--- config.mk ---
export PLATFORM = sky130hd
export DESIGN_NAME = frame_packetizer_seq_header_flat
export DESIGN_NICKNAME = d
export VERILOG_FILES = /design/src/rtl/fps_pkg.sv /design/src/rtl/fps_if.sv /design/src/rtl/frame_packetizer_seq_header.sv /design/src/rtl/fps_front.sv /design/src/rtl/fps_queue.sv /design/src/rtl/fps_back.sv /design/src/flat_wrapper.sv
export SDC_FILE = /design/constraint.sdc
export NUM_CORES = 1
export LEC_CHECK = 0
export ABC_CLOCK_PERIOD_IN_PS = 4100
export BUFFER_PORTS_ARGS = -buffer_cell sky130_fd_sc_hd__buf_2
export CORE_MARGIN = 10
export CORE_UTILIZATION = 45
export CTS_CLUSTER_DIAMETER = 50
export DETAILED_ROUTE_END_ITERATION = 8
export MAX_ROUTING_LAYER = met4
export PLACE_DENSITY = 0.65
export SYNTH_ARGS = -nofsm -noshare
export SYNTH_HDL_FRONTEND = slang
export SYNTH_SLANG_ARGS = --single-unit
--- constraint.sdc ---
create_clock -name clock -period 4.1 [get_ports clock]
set_clock_uncertainty 0.05 [all_clocks]
set_input_delay 0.615 -clock clock [delete_from_list [all_inputs] [get_ports clock]]
set_output_delay 0.615 -clock clock [all_outputs]
set_load 0.01 [all_outputs]
--- src/rtl/fps_pkg.sv ---
// Shared constants and types of the frame packetizer.
`default_nettype none
package fps_pkg;
   localparam int FRAME_LEN_BITS = 12;
   localparam int DIV_CNT_BITS = $clog2(FRAME_LEN_BITS + 1);
   localparam int SEND_MAX = 182;
   localparam int HDR_BYTES = 2;
   localparam logic [7:0] PAYLOAD_MAX_RESET = 8'(SEND_MAX - HDR_BYTES);
   localparam int QUEUE_DEPTH = 2;
   localparam int QUEUE_PTR_BITS = $clog2(QUEUE_DEPTH);
   localparam int QUEUE_CNT_BITS = $clog2(QUEUE_DEPTH + 1);

   typedef struct packed {
      logic [7:0] data;
      logic       hdr;
      logic [3:0] hdr0;
      logic [7:0] hdr1;
      logic       pend;
   } entry_type;
endpackage
`default_nettype wire

--- src/rtl/fps_if.sv ---
// Request and response channel interfaces of the frame packetizer.
`default_nettype none
interface fps_req_if;
   logic                              valid;
   logic                              ready;
   logic [7:0]                        data_byte;
   logic [fps_pkg::FRAME_LEN_BITS-1:0] frame_length;
   modport source (output valid, output data_byte, output frame_length, input ready);
   modport sink (input valid, input data_byte, input frame_length, output ready);
endinterface

interface fps_rsp_if;
   logic       valid;
   logic       ready;
   logic [7:0] out_byte;
   logic       is_header;
   logic       packet_end;
   logic       last_of_item;
   modport source (output valid, output out_byte, output is_header, output packet_end,
                   output last_of_item, input ready);
   modport sink (input valid, input out_byte, input is_header, input packet_end,
                 input last_of_item, output ready);
endinterface
`default_nettype wire

--- src/rtl/frame_packetizer_seq_header.sv ---
// Frame packetizer top level: CSR, front end, queue and byte emitter.
// A continuing byte is written into the queue and registered in the emitter before it
// reaches the response port. A frame-start request first runs the restoring divider
// (one quotient bit per cycle) that yields the packet count. Throughput: one request
// per cycle into the queue while the front end is in its run state and the queue is
// not full; the emitter sends 3 bytes for a packet-opening request and 1 byte otherwise.
// Reset clears all sequence state, empties the queue and sets payload_max to 180.
`default_nettype none
module frame_packetizer_seq_header (
   input  wire logic       clock,
   input  wire logic       reset,
   input  wire logic       csr_we,
   input  wire logic [7:0] csr_wdata,
   fps_req_if.sink         req_ch,
   fps_rsp_if.source       rsp_ch
);
   logic [7:0]          pmax_ff, pmax_in;
   logic                q_full;
   logic                q_push;
   logic                q_valid;
   logic                q_pop;
   fps_pkg::entry_type  push_entry;
   fps_pkg::entry_type  pop_entry;

   assign pmax_in = csr_we ? csr_wdata : pmax_ff;

   always_ff @(posedge clock) begin
      if (reset) begin
         pmax_ff <= fps_pkg::PAYLOAD_MAX_RESET;
      end else begin
         pmax_ff <= pmax_in;
      end
   end

   fps_front u_front (
      .clock   (clock),
      .reset   (reset),
      .pmax    (pmax_ff),
      .req     (req_ch),
      .q_full  (q_full),
      .q_push  (q_push),
      .q_entry (push_entry)
   );

   fps_queue u_queue (
      .clock (clock),
      .reset (reset),
      .push  (q_push),
      .din   (push_entry),
      .full  (q_full),
      .pop   (q_pop),
      .valid (q_valid),
      .dout  (pop_entry)
   );

   fps_back u_back (
      .clock   (clock),
      .reset   (reset),
      .q_valid (q_valid),
      .q_entry (pop_entry),
      .q_pop   (q_pop),
      .rsp     (rsp_ch)
   );
endmodule
`default_nettype wire

--- src/rtl/fps_front.sv ---
// Front end: request intake, packet-count divider and packet sequencing state.
`default_nettype none
module fps_front (
   input  wire logic                clock,
   input  wire logic                reset,
   input  wire logic [7:0]          pmax,
   fps_req_if.sink                  req,
   input  wire logic                q_full,
   output logic                     q_push,
   output fps_pkg::entry_type       q_entry
);
   localparam int FLB = fps_pkg::FRAME_LEN_BITS;
   localparam int CNB = fps_pkg::DIV_CNT_BITS;
   localparam logic [1:0] ST_RUN  = 2'd0;
   localparam logic [1:0] ST_DIV  = 2'd1;
   localparam logic [1:0] ST_PUSH = 2'd2;

   logic [1:0]     state_ff, state_in;
   logic [7:0]     data_ff, data_in;
   logic [FLB-1:0] len_ff, len_in;
   logic [FLB-1:0] dvd_ff, dvd_in;
   logic [7:0]     rem_ff, rem_in;
   logic [CNB-1:0] cnt_ff, cnt_in;
   logic [FLB-1:0] frame_left_ff, frame_left_in;
   logic [7:0]     pkt_left_ff, pkt_left_in;
   logic [3:0]     pseq_ff, pseq_in;
   logic [3:0]     tot_ff, tot_in;
   logic [3:0]     fseq_ff, fseq_in;

   logic           accept;
   logic [7:0]     pmax_eff;
   logic [8:0]     rem_shift;
   logic [8:0]     rem_sub;
   logic           rem_ge;
   logic [3:0]     nib;
   logic           start;
   logic [FLB-1:0] flen;
   logic [7:0]     pleft;
   logic [3:0]     pseq;
   logic [3:0]     tot;
   logic           hdr;
   logic [7:0]     cap;
   logic [7:0]     pl;
   logic [7:0]     pl_dec;
   logic [FLB-1:0] fl_dec;
   logic           pend;

   assign req.ready = (state_ff == ST_RUN) && !q_full;
   assign accept    = req.valid && req.ready;
   assign pmax_eff  = (pmax == 8'd0) ? 8'd1 : pmax;

   assign rem_shift = {rem_ff, dvd_ff[FLB-1]};
   assign rem_ge    = rem_shift >= {1'b0, pmax_eff};
   assign rem_sub   = rem_shift - {1'b0, pmax_eff};
   assign nib       = dvd_ff[3:0] + {3'd0, (rem_ff != 8'd0)};

   always_comb begin
      start  = (state_ff == ST_PUSH);
      flen   = start ? len_ff : frame_left_ff;
      pleft  = start ? 8'd0 : pkt_left_ff;
      pseq   = start ? 4'd0 : pseq_ff;
      tot    = start ? nib : tot_ff;
      hdr    = (pleft == 8'd0);
      cap    = (flen < FLB'(pmax_eff)) ? flen[7:0] : pmax_eff;
      pl     = hdr ? cap : pleft;
      pl_dec = pl - 8'd1;
      fl_dec = flen - FLB'(1);
      pend   = (pl_dec == 8'd0);
      q_entry.data = start ? data_ff : req.data_byte;
      q_entry.hdr  = hdr;
      q_entry.hdr0 = fseq_ff;
      q_entry.hdr1 = {tot, pseq};
      q_entry.pend = pend;
   end

   always_comb begin
      state_in      = state_ff;
      data_in       = data_ff;
      len_in        = len_ff;
      dvd_in        = dvd_ff;
      rem_in        = rem_ff;
      cnt_in        = cnt_ff;
      frame_left_in = frame_left_ff;
      pkt_left_in   = pkt_left_ff;
      pseq_in       = pseq_ff;
      tot_in        = tot_ff;
      fseq_in       = fseq_ff;
      q_push        = 1'b0;
      case (state_ff)
         ST_RUN: begin
            if (accept) begin
               if (frame_left_ff == '0) begin
                  if (req.frame_length != '0) begin
                     data_in  = req.data_byte;
                     len_in   = req.frame_length;
                     dvd_in   = req.frame_length;
                     rem_in   = 8'd0;
                     cnt_in   = CNB'(FLB);
                     state_in = ST_DIV;
                  end
               end else begin
                  q_push = 1'b1;
               end
            end
         end
         ST_DIV: begin
            dvd_in = {dvd_ff[FLB-2:0], rem_ge};
            rem_in = rem_ge ? rem_sub[7:0] : rem_shift[7:0];
            cnt_in = cnt_ff - CNB'(1);
            if (cnt_ff == CNB'(1)) begin
               state_in = ST_PUSH;
            end
         end
         ST_PUSH: begin
            if (!q_full) begin
               q_push   = 1'b1;
               state_in = ST_RUN;
            end
         end
         default: begin
            state_in = ST_RUN;
         end
      endcase
      if (q_push) begin
         pkt_left_in   = pl_dec;
         frame_left_in = fl_dec;
         tot_in        = tot;
         pseq_in       = pend ? pseq + 4'd1 : pseq;
         if (fl_dec == '0) begin
            fseq_in     = fseq_ff + 4'd1;
            pseq_in     = 4'd0;
            pkt_left_in = 8'd0;
         end
      end
   end

   always_ff @(posedge clock) begin
      if (reset) begin
         state_ff      <= ST_RUN;
         cnt_ff        <= '0;
         frame_left_ff <= '0;
         pkt_left_ff   <= 8'd0;
         pseq_ff       <= 4'd0;
         tot_ff        <= 4'd0;
         fseq_ff       <= 4'd0;
      end else begin
         state_ff      <= state_in;
         cnt_ff        <= cnt_in;
         frame_left_ff <= frame_left_in;
         pkt_left_ff   <= pkt_left_in;
         pseq_ff       <= pseq_in;
         tot_ff        <= tot_in;
         fseq_ff       <= fseq_in;
      end
   end

   always_ff @(posedge clock) begin
      data_ff <= data_in;
      len_ff  <= len_in;
      dvd_ff  <= dvd_in;
      rem_ff  <= rem_in;
   end

   a_busy_no_ready: assert property (@(posedge clock) disable iff (reset)
      (state_ff != ST_RUN) |-> !req.ready)
      else $error("request taken while divider busy");
   a_div_to_push: assert property (@(posedge clock) disable iff (reset)
      (state_ff == ST_DIV && cnt_ff == CNB'(1)) |=> (state_ff == ST_PUSH))
      else $error("divider did not finish on its last step");
endmodule
`default_nettype wire

--- src/rtl/fps_queue.sv ---
// Two-entry queue between the front end and the byte emitter.
`default_nettype none
module fps_queue (
   input  wire logic                clock,
   input  wire logic                reset,
   input  wire logic                push,
   input  wire fps_pkg::entry_type  din,
   output logic                     full,
   input  wire logic                pop,
   output logic                     valid,
   output fps_pkg::entry_type       dout
);
   localparam int PTB = fps_pkg::QUEUE_PTR_BITS;
   localparam int CTB = fps_pkg::QUEUE_CNT_BITS;

   fps_pkg::entry_type mem_ff [fps_pkg::QUEUE_DEPTH];
   logic [PTB-1:0] wr_ptr_ff, wr_ptr_in;
   logic [PTB-1:0] rd_ptr_ff, rd_ptr_in;
   logic [CTB-1:0] cnt_ff, cnt_in;

   assign full  = (cnt_ff == CTB'(fps_pkg::QUEUE_DEPTH));
   assign valid = (cnt_ff != '0);
   assign dout  = mem_ff[rd_ptr_ff];

   always_comb begin
      wr_ptr_in = push ? wr_ptr_ff + PTB'(1) : wr_ptr_ff;
      rd_ptr_in = pop ? rd_ptr_ff + PTB'(1) : rd_ptr_ff;
      cnt_in    = cnt_ff + CTB'(push) - CTB'(pop);
   end

   always_ff @(posedge clock) begin
      if (reset) begin
         wr_ptr_ff <= '0;
         rd_ptr_ff <= '0;
         cnt_ff    <= '0;
      end else begin
         wr_ptr_ff <= wr_ptr_in;
         rd_ptr_ff <= rd_ptr_in;
         cnt_ff    <= cnt_in;
      end
   end

   always_ff @(posedge clock) begin
      if (push) begin
         mem_ff[wr_ptr_ff] <= din;
      end
   end

   a_no_overflow: assert property (@(posedge clock) disable iff (reset) push |-> !full)
      else $error("queue overflow");
   a_no_underflow: assert property (@(posedge clock) disable iff (reset) pop |-> valid)
      else $error("queue underflow");
endmodule
`default_nettype wire

--- src/rtl/fps_back.sv ---
// Back end: expands queued entries into header and payload bytes.
`default_nettype none
module fps_back (
   input  wire logic                clock,
   input  wire logic                reset,
   input  wire logic                q_valid,
   input  wire fps_pkg::entry_type  q_entry,
   output logic                     q_pop,
   fps_rsp_if.source                rsp
);
   localparam logic [1:0] PH_HDR0 = 2'd0;
   localparam logic [1:0] PH_HDR1 = 2'd1;
   localparam logic [1:0] PH_DATA = 2'd2;

   fps_pkg::entry_type cur_ff, cur_in;
   logic       vld_ff, vld_in;
   logic [1:0] ph_ff, ph_in;
   logic       fire;
   logic       done;

   assign rsp.valid = vld_ff;
   assign fire      = vld_ff && rsp.ready;
   assign done      = fire && (ph_ff == PH_DATA);
   assign q_pop     = q_valid && (!vld_ff || done);

   always_comb begin
      cur_in = cur_ff;
      vld_in = vld_ff;
      ph_in  = ph_ff;
      if (q_pop) begin
         cur_in = q_entry;
         vld_in = 1'b1;
         ph_in  = q_entry.hdr ? PH_HDR0 : PH_DATA;
      end else if (done) begin
         vld_in = 1'b0;
      end else if (fire) begin
         ph_in = ph_ff + 2'd1;
      end
   end

   always_comb begin
      case (ph_ff)
         PH_HDR0: begin
            rsp.out_byte     = {4'd0, cur_ff.hdr0};
            rsp.is_header    = 1'b1;
            rsp.packet_end   = 1'b0;
            rsp.last_of_item = 1'b0;
         end
         PH_HDR1: begin
            rsp.out_byte     = cur_ff.hdr1;
            rsp.is_header    = 1'b1;
            rsp.packet_end   = 1'b0;
            rsp.last_of_item = 1'b0;
         end
         PH_DATA: begin
            rsp.out_byte     = cur_ff.data;
            rsp.is_header    = 1'b0;
            rsp.packet_end   = cur_ff.pend;
            rsp.last_of_item = 1'b1;
         end
         default: begin
            rsp.out_byte     = 8'd0;
            rsp.is_header    = 1'b0;
            rsp.packet_end   = 1'b0;
            rsp.last_of_item = 1'b0;
         end
      endcase
   end

   always_ff @(posedge clock) begin
      if (reset) begin
         vld_ff <= 1'b0;
         ph_ff  <= PH_DATA;
      end else begin
         vld_ff <= vld_in;
         ph_ff  <= ph_in;
      end
   end

   always_ff @(posedge clock) begin
      cur_ff <= cur_in;
   end

   a_hdr_order: assert property (@(posedge clock) disable iff (reset)
      (fire && ph_ff == PH_HDR0) |=> (vld_ff && ph_ff == PH_HDR1))
      else $error("second header byte did not follow the first");
   a_hdr_then_data: assert property (@(posedge clock) disable iff (reset)
      (fire && ph_ff == PH_HDR1) |=> (vld_ff && ph_ff == PH_DATA))
      else $error("payload byte did not follow the header");
endmodule
`default_nettype wire
--- src/flat_wrapper.sv ---
// flat-port wrapper written by rule: the top's interface ports become plain ports
module frame_packetizer_seq_header_flat 
  (clock, reset, csr_we, csr_wdata, req_ch_valid, req_ch_data_byte, req_ch_frame_length, req_ch_ready, rsp_ch_valid, rsp_ch_out_byte, rsp_ch_is_header, rsp_ch_packet_end, rsp_ch_last_of_item, rsp_ch_ready);
  fps_req_if req_ch_i ();
  fps_rsp_if rsp_ch_i ();
  input  wire logic clock;
  input  wire logic reset;
  input  wire logic csr_we;
  input  wire logic [7:0] csr_wdata;
  input wire logic [$bits(req_ch_i.valid)-1:0] req_ch_valid;
  input wire logic [$bits(req_ch_i.data_byte)-1:0] req_ch_data_byte;
  input wire logic [$bits(req_ch_i.frame_length)-1:0] req_ch_frame_length;
  output wire logic [$bits(req_ch_i.ready)-1:0] req_ch_ready;
  output wire logic [$bits(rsp_ch_i.valid)-1:0] rsp_ch_valid;
  output wire logic [$bits(rsp_ch_i.out_byte)-1:0] rsp_ch_out_byte;
  output wire logic [$bits(rsp_ch_i.is_header)-1:0] rsp_ch_is_header;
  output wire logic [$bits(rsp_ch_i.packet_end)-1:0] rsp_ch_packet_end;
  output wire logic [$bits(rsp_ch_i.last_of_item)-1:0] rsp_ch_last_of_item;
  input wire logic [$bits(rsp_ch_i.ready)-1:0] rsp_ch_ready;
  assign req_ch_i.valid = req_ch_valid;
  assign req_ch_i.data_byte = req_ch_data_byte;
  assign req_ch_i.frame_length = req_ch_frame_length;
  assign req_ch_ready = req_ch_i.ready;
  assign rsp_ch_valid = rsp_ch_i.valid;
  assign rsp_ch_out_byte = rsp_ch_i.out_byte;
  assign rsp_ch_is_header = rsp_ch_i.is_header;
  assign rsp_ch_packet_end = rsp_ch_i.packet_end;
  assign rsp_ch_last_of_item = rsp_ch_i.last_of_item;
  assign rsp_ch_i.ready = rsp_ch_ready;
  frame_packetizer_seq_header u_core (.clock(clock), .reset(reset), .csr_we(csr_we), .csr_wdata(csr_wdata), .req_ch(req_ch_i), .rsp_ch(rsp_ch_i));
endmodule
==> Flow_metrics.wiki <==
{| class="wikitable"
! Metric !! Value
|-
| Global-route usage over all layers || 0.154
|-
| Final TNS setup || 0 ps
|-
| Final Wtd Congestion || 0.914
|-
| Power dissipated by switching net loads || between 2000 and 3000 uW
|-
| Tightest slew margin relative to the limit || 0.325
|-
| Reg2Reg Capture Point || u_core.u_front.pseq_ff[1]$_SDFFE_PP0P_
|-
| Horizontal die dimension || roughly 150 microns
|-
| N_diodes || 0
|-
| Logic depth of the worst register-to-register path || 19
|-
| Count of endpoints failing hold in the final timing report || 0
|-
| Longest Clk Path Bufs || 2
|-
| Required time of the critical path || about 4300 ps
|-
| Portion of total power attributed to sequential cells || 0.370
|-
| Total CTS buffers || 17
|-
| WL/cell || 16.4 microns
|-
| Post-synthesis instance area || ~0.0079 sq mm
|-
| Async set-reset flop share out of synthesis || 0
|-
| Worst reg-to-reg setup slack || 150 ps
|-
| Placed cell count || ~1,000
|-
| CTS tree || yes
|-
| Number of detailed-route iterations in the first pass || 5
|-
| Top area cells in the synthesized netlist || sky130_fd_sc_hd__edfxtp_1 (40%), sky130_fd_sc_hd__dfxtp_1 (14%), sky130_fd_sc_hd__nand2_1 (6.3%)
|-
| Post-synth top flop || sky130_fd_sc_hd__edfxtp_1
|-
| Shortest period the worst path allows || 3950 ps
|-
| Number of storage elements in the synthesis netlist || approximately 160
|-
| Area of the core region || ~0.017 sq mm
|-
| Number of standard cells after synthesis || roughly 740
|-
| Arrival time reported for the critical path endpoint || between 4000 and 5000 ps
|-
| Leakage || 0.00368 uW
|-
| Outcome || finished clean
|-
| Syn-to-layout area delta || 18.7%
|-
| Average vias per placed instance || between 5 and 6
|-
| Clock-pin slew of the registers on the worst-case setup and hold paths || about 60 ps
|-
| Startpoint types || flop
|-
| Worst skew pair latency || ~420 ps
|-
| Final Power || around 7300 uW
|-
| Die Outline Area || between 0.02 and 0.025 sq mm
|-
| NumNets Final || 884
|-
| Initial drt markers || between 300 and 400
|-
| Fraction of layout instances using a drive strength above 1 || 0.226
|-
| Count of nets left with antenna violations after detail routing || 0
|-
| Cell repeated most along the worst path || sky130_fd_sc_hd__buf_6
|-
| Crit path cell chain || and2b_4 -> mux2i_4 -> inv_2 -> ha_4 -> a211o_1 -> o211ai_1 -> and4_4 -> buf_6 -> a31oi_4 -> nand2_2 -> inv_2 -> ha_4 -> buf_6 -> a2111o_1 -> o41a_4 -> a211oi_4 -> buf_6 -> mux2i_2 -> o41ai_2
|-
| Top-area cell type share of the netlist area || 0.400
|-
| Maximum number of pins on one net before global-route repair || 52
|-
| Count of clock tree sinks || 159
|-
| Number of placement rows || 48
|-
| Wirelength, routed || between 15 and 20 mm
|-
| Kind of end point of the critical path || flop
|-
| Post-route non-filler standard cell count || between 1,000 and 1,500
|-
| Sw Ratio || 0.364
|-
| Setup Crit Path Kind || reg -> reg
|-
| Number of port buffers || 45
|-
| Count of maximum capacitance violations || 0
|-
| Slowest library cell on the worst path || sky130_fd_sc_hd__a2111o_1
|-
| Cells on Worst Hold Path || 1
|-
| Most common cell in the synthesized netlist || sky130_fd_sc_hd__nand2_1
|-
| Worst hold path startpoint || req_ch_data_byte[5]
|-
| Initial antenna violation count || 0
|-
| Wire length of the first global-routing pass || roughly 29 mm
|-
| Internal power consumption || about 4700 uW
|-
| Maximum operating frequency || approximately 250 MHz
|-
| Total number of vias || roughly 5,700
|-
| Final setup violation count || 0
|-
| Top cells by instance count after synthesis || sky130_fd_sc_hd__nand2_1 (133), sky130_fd_sc_hd__edfxtp_1 (105), sky130_fd_sc_hd__nor2_1 (61)
|-
| Combinational power share || 0.417
|-
| Overall overflow remaining after global route || 0
|-
| Final Max Tran Viols || 0
|-
| Clk Tree Root Cell || sky130_fd_sc_hd__clkbuf_16
|-
| Post-synthesis net count || 809
|-
| Count of flip-flops with a built-in enable after synthesis || 105
|-
| Worst min-delay path category || in -> reg
|-
| Maximum fanout count along the critical path || 7
|-
| Post-Syn Area per Cell || approximately 11 sq um
|-
| Final worst path period share || 0.963
|-
| Relative contribution of the clock network to total power || 0.213
|-
| Cell taking the most area after synthesis || sky130_fd_sc_hd__edfxtp_1
|-
| Capture endpoint of the worst hold path || u_core.u_front.data_ff[5]$_DFFE_PP_
|-
| Worst IR Drop VDD || approximately 0.40 mV
|-
| DRC || 0
|-
| Count of yosys warnings during synthesis || 0
|-
| Slew at the pin closest to its max-slew limit || about 1000 ps
|-
| Share of the yosys chip area belonging to registers || 0.537
|-
| Initial standard-cell utilization of the core || 0.458
|-
| Power per cell area || ~800 mW/mm^2
|-
| RSZ-0062 raised after global routing || true
|-
| Ports || 46
|-
| Filler cells || ~1,500
|-
| Startpoint of the lowest-slack register-to-register path || u_core.u_front.state_ff[0]$_SDFFE_PP0P_
|-
| Yosys cell types || 71
|-
| H-Tree Depth || 4
|-
| Vertical die dimension || roughly 150 microns
|-
| # hold bufs at CTS || 0
|-
| Vias in the first global route || a little under 6,000
|-
| Detailed-placement wirelength estimate || about 13 mm
|-
| Stage delay of the slowest cell on the critical path || roughly 390 ps
|}
## per-stage QoR
stage	cell area, sq um	util	hold slack [ps]	setup slack [ps]
finish	9370	0.543	334	151
global route	9370	0.543	308	-26.7
CTS	9160	0.531	312	13.7
detailed placement	8530	0.495	399	-138
global placement	8530	0.495	394	51.7
floorplan	7930	-	387	0.916
## cell type report
class	instances	area [sq um]	share of cell area
sequential	159	4240	0.452
inverter	36	138	0.0147
tap	225	282	0.0301
multi-input combinational	517	3550	0.379
timing repair buffer	88	571	0.0609
clock buffer	18	429	0.0458
clock inverter	14	159	0.0170
## logic make-up (layout without fill, tap and decap cells)
group,count (synthesis),after routing,share of synthesized area
AO/OA/AOI/OAI,115,115,0.104
flip-flops,159,159,0.537
XOR/XNOR,30,30,0.0333
multiplexers,48,48,0.0666
adder cells (fa/ha/maj),32,32,0.0517
AND/OR/NAND/NOR,291,292,0.173
buffers and inverters,69,156,0.0349
## timing repair
action	CTS	global route
gates resized for setup	4	28
gates cloned	1	0
endpoints found under the setup margin	4	7
setup buffers	2	12
pin swaps	1	17
## worst max-delay path: cells and delay by family, from the launching register on
family | cells | cell delay (ps)
AOI/OAI and AO/OA | 7 | 1280
adders and majority gates | 2 | 380
buffers and inverters | 5 | 500
DFF | 1 | 330
muxes | 2 | 500
and+or+nand+nor | 3 | 740
## power groups by stage
stage	registers, uW	clock network (uW)	logic, uW
final	2710	1550	3050
after global routing	2770	1660	3400
after CTS	2710	1590	2870
after detailed placement	2740	0	2840
after global placement	2720	0	2770
after floorplan	2630	0	2110
## how the worst max path moves through the flow
| stage | start | end |
|---|---|---|
| 6_report | u_core.u_front.state_ff[0]$_SDFFE_PP0P_ | u_core.u_front.pseq_ff[1]$_SDFFE_PP0P_ |
| 5_1_grt | u_core.u_front.state_ff[0]$_SDFFE_PP0P_ | u_core.u_front.pseq_ff[3]$_SDFFE_PP0P_ |
| 4_1_cts | u_core.u_front.state_ff[0]$_SDFFE_PP0P_ | u_core.u_front.pseq_ff[1]$_SDFFE_PP0P_ |
| 3_5_place_dp | u_core.u_front.state_ff[0]$_SDFFE_PP0P_ | u_core.u_front.pseq_ff[1]$_SDFFE_PP0P_ |
| 3_3_place_gp | u_core.u_front.state_ff[0]$_SDFFE_PP0P_ | u_core.u_front.pseq_ff[1]$_SDFFE_PP0P_ |
| 2_1_floorplan | u_core.u_front.state_ff[0]$_SDFFE_PP0P_ | u_core.u_front.pseq_ff[1]$_SDFFE_PP0P_ |
## registers in the layout, summed over array words and instances (netlist names), named ones only
register,count
u_core.pmax_ff,8
u_core.u_back.cur_ff,21
u_core.u_back.ph_ff,2
u_core.u_back.rsp.valid,1
u_core.u_front.cnt_ff,4
u_core.u_front.data_ff,8
u_core.u_front.dvd_ff,12
u_core.u_front.frame_left_ff,12
u_core.u_front.fseq_ff,4
u_core.u_front.len_ff,12
u_core.u_front.pkt_left_ff,8
u_core.u_front.pseq_ff,4
u_core.u_front.rem_ff,8
u_core.u_front.state_ff,2
u_core.u_front.tot_ff,4
u_core.u_queue.cnt_ff,2
u_core.u_queue.mem_ff,44
u_core.u_queue.rd_ptr_ff,1
u_core.u_queue.wr_ptr_ff,1
## cells in the final DEF, fill, tap and decap left out, types with 9 or more instances in the layout
master                        n
sky130_fd_sc_hd__a21oi_1     42
sky130_fd_sc_hd__buf_2       45
sky130_fd_sc_hd__buf_4       37
sky130_fd_sc_hd__clkbuf_16   17
sky130_fd_sc_hd__dfxtp_1     53
sky130_fd_sc_hd__edfxtp_1   105
sky130_fd_sc_hd__ha_1        28
sky130_fd_sc_hd__inv_1       31
sky130_fd_sc_hd__mux2_2      22
sky130_fd_sc_hd__mux2i_1     20
sky130_fd_sc_hd__nand2_1    130
sky130_fd_sc_hd__nand3_1     12
sky130_fd_sc_hd__nor2_1      60
sky130_fd_sc_hd__nor3_1      13
sky130_fd_sc_hd__nor4_1      16
sky130_fd_sc_hd__o21ai_0     16
sky130_fd_sc_hd__xnor2_1     21
sky130_fd_sc_hd__xor2_1       9
## metal layers
metal / global-route usage / part of all wire
met1: 0.182 / 0.45
met2: 0.249 / 0.49
met3: 0.0364 / 0.044
met4: 0.0609 / 0.020
met5: - / 0
Power figures use the tool's default switching activity.
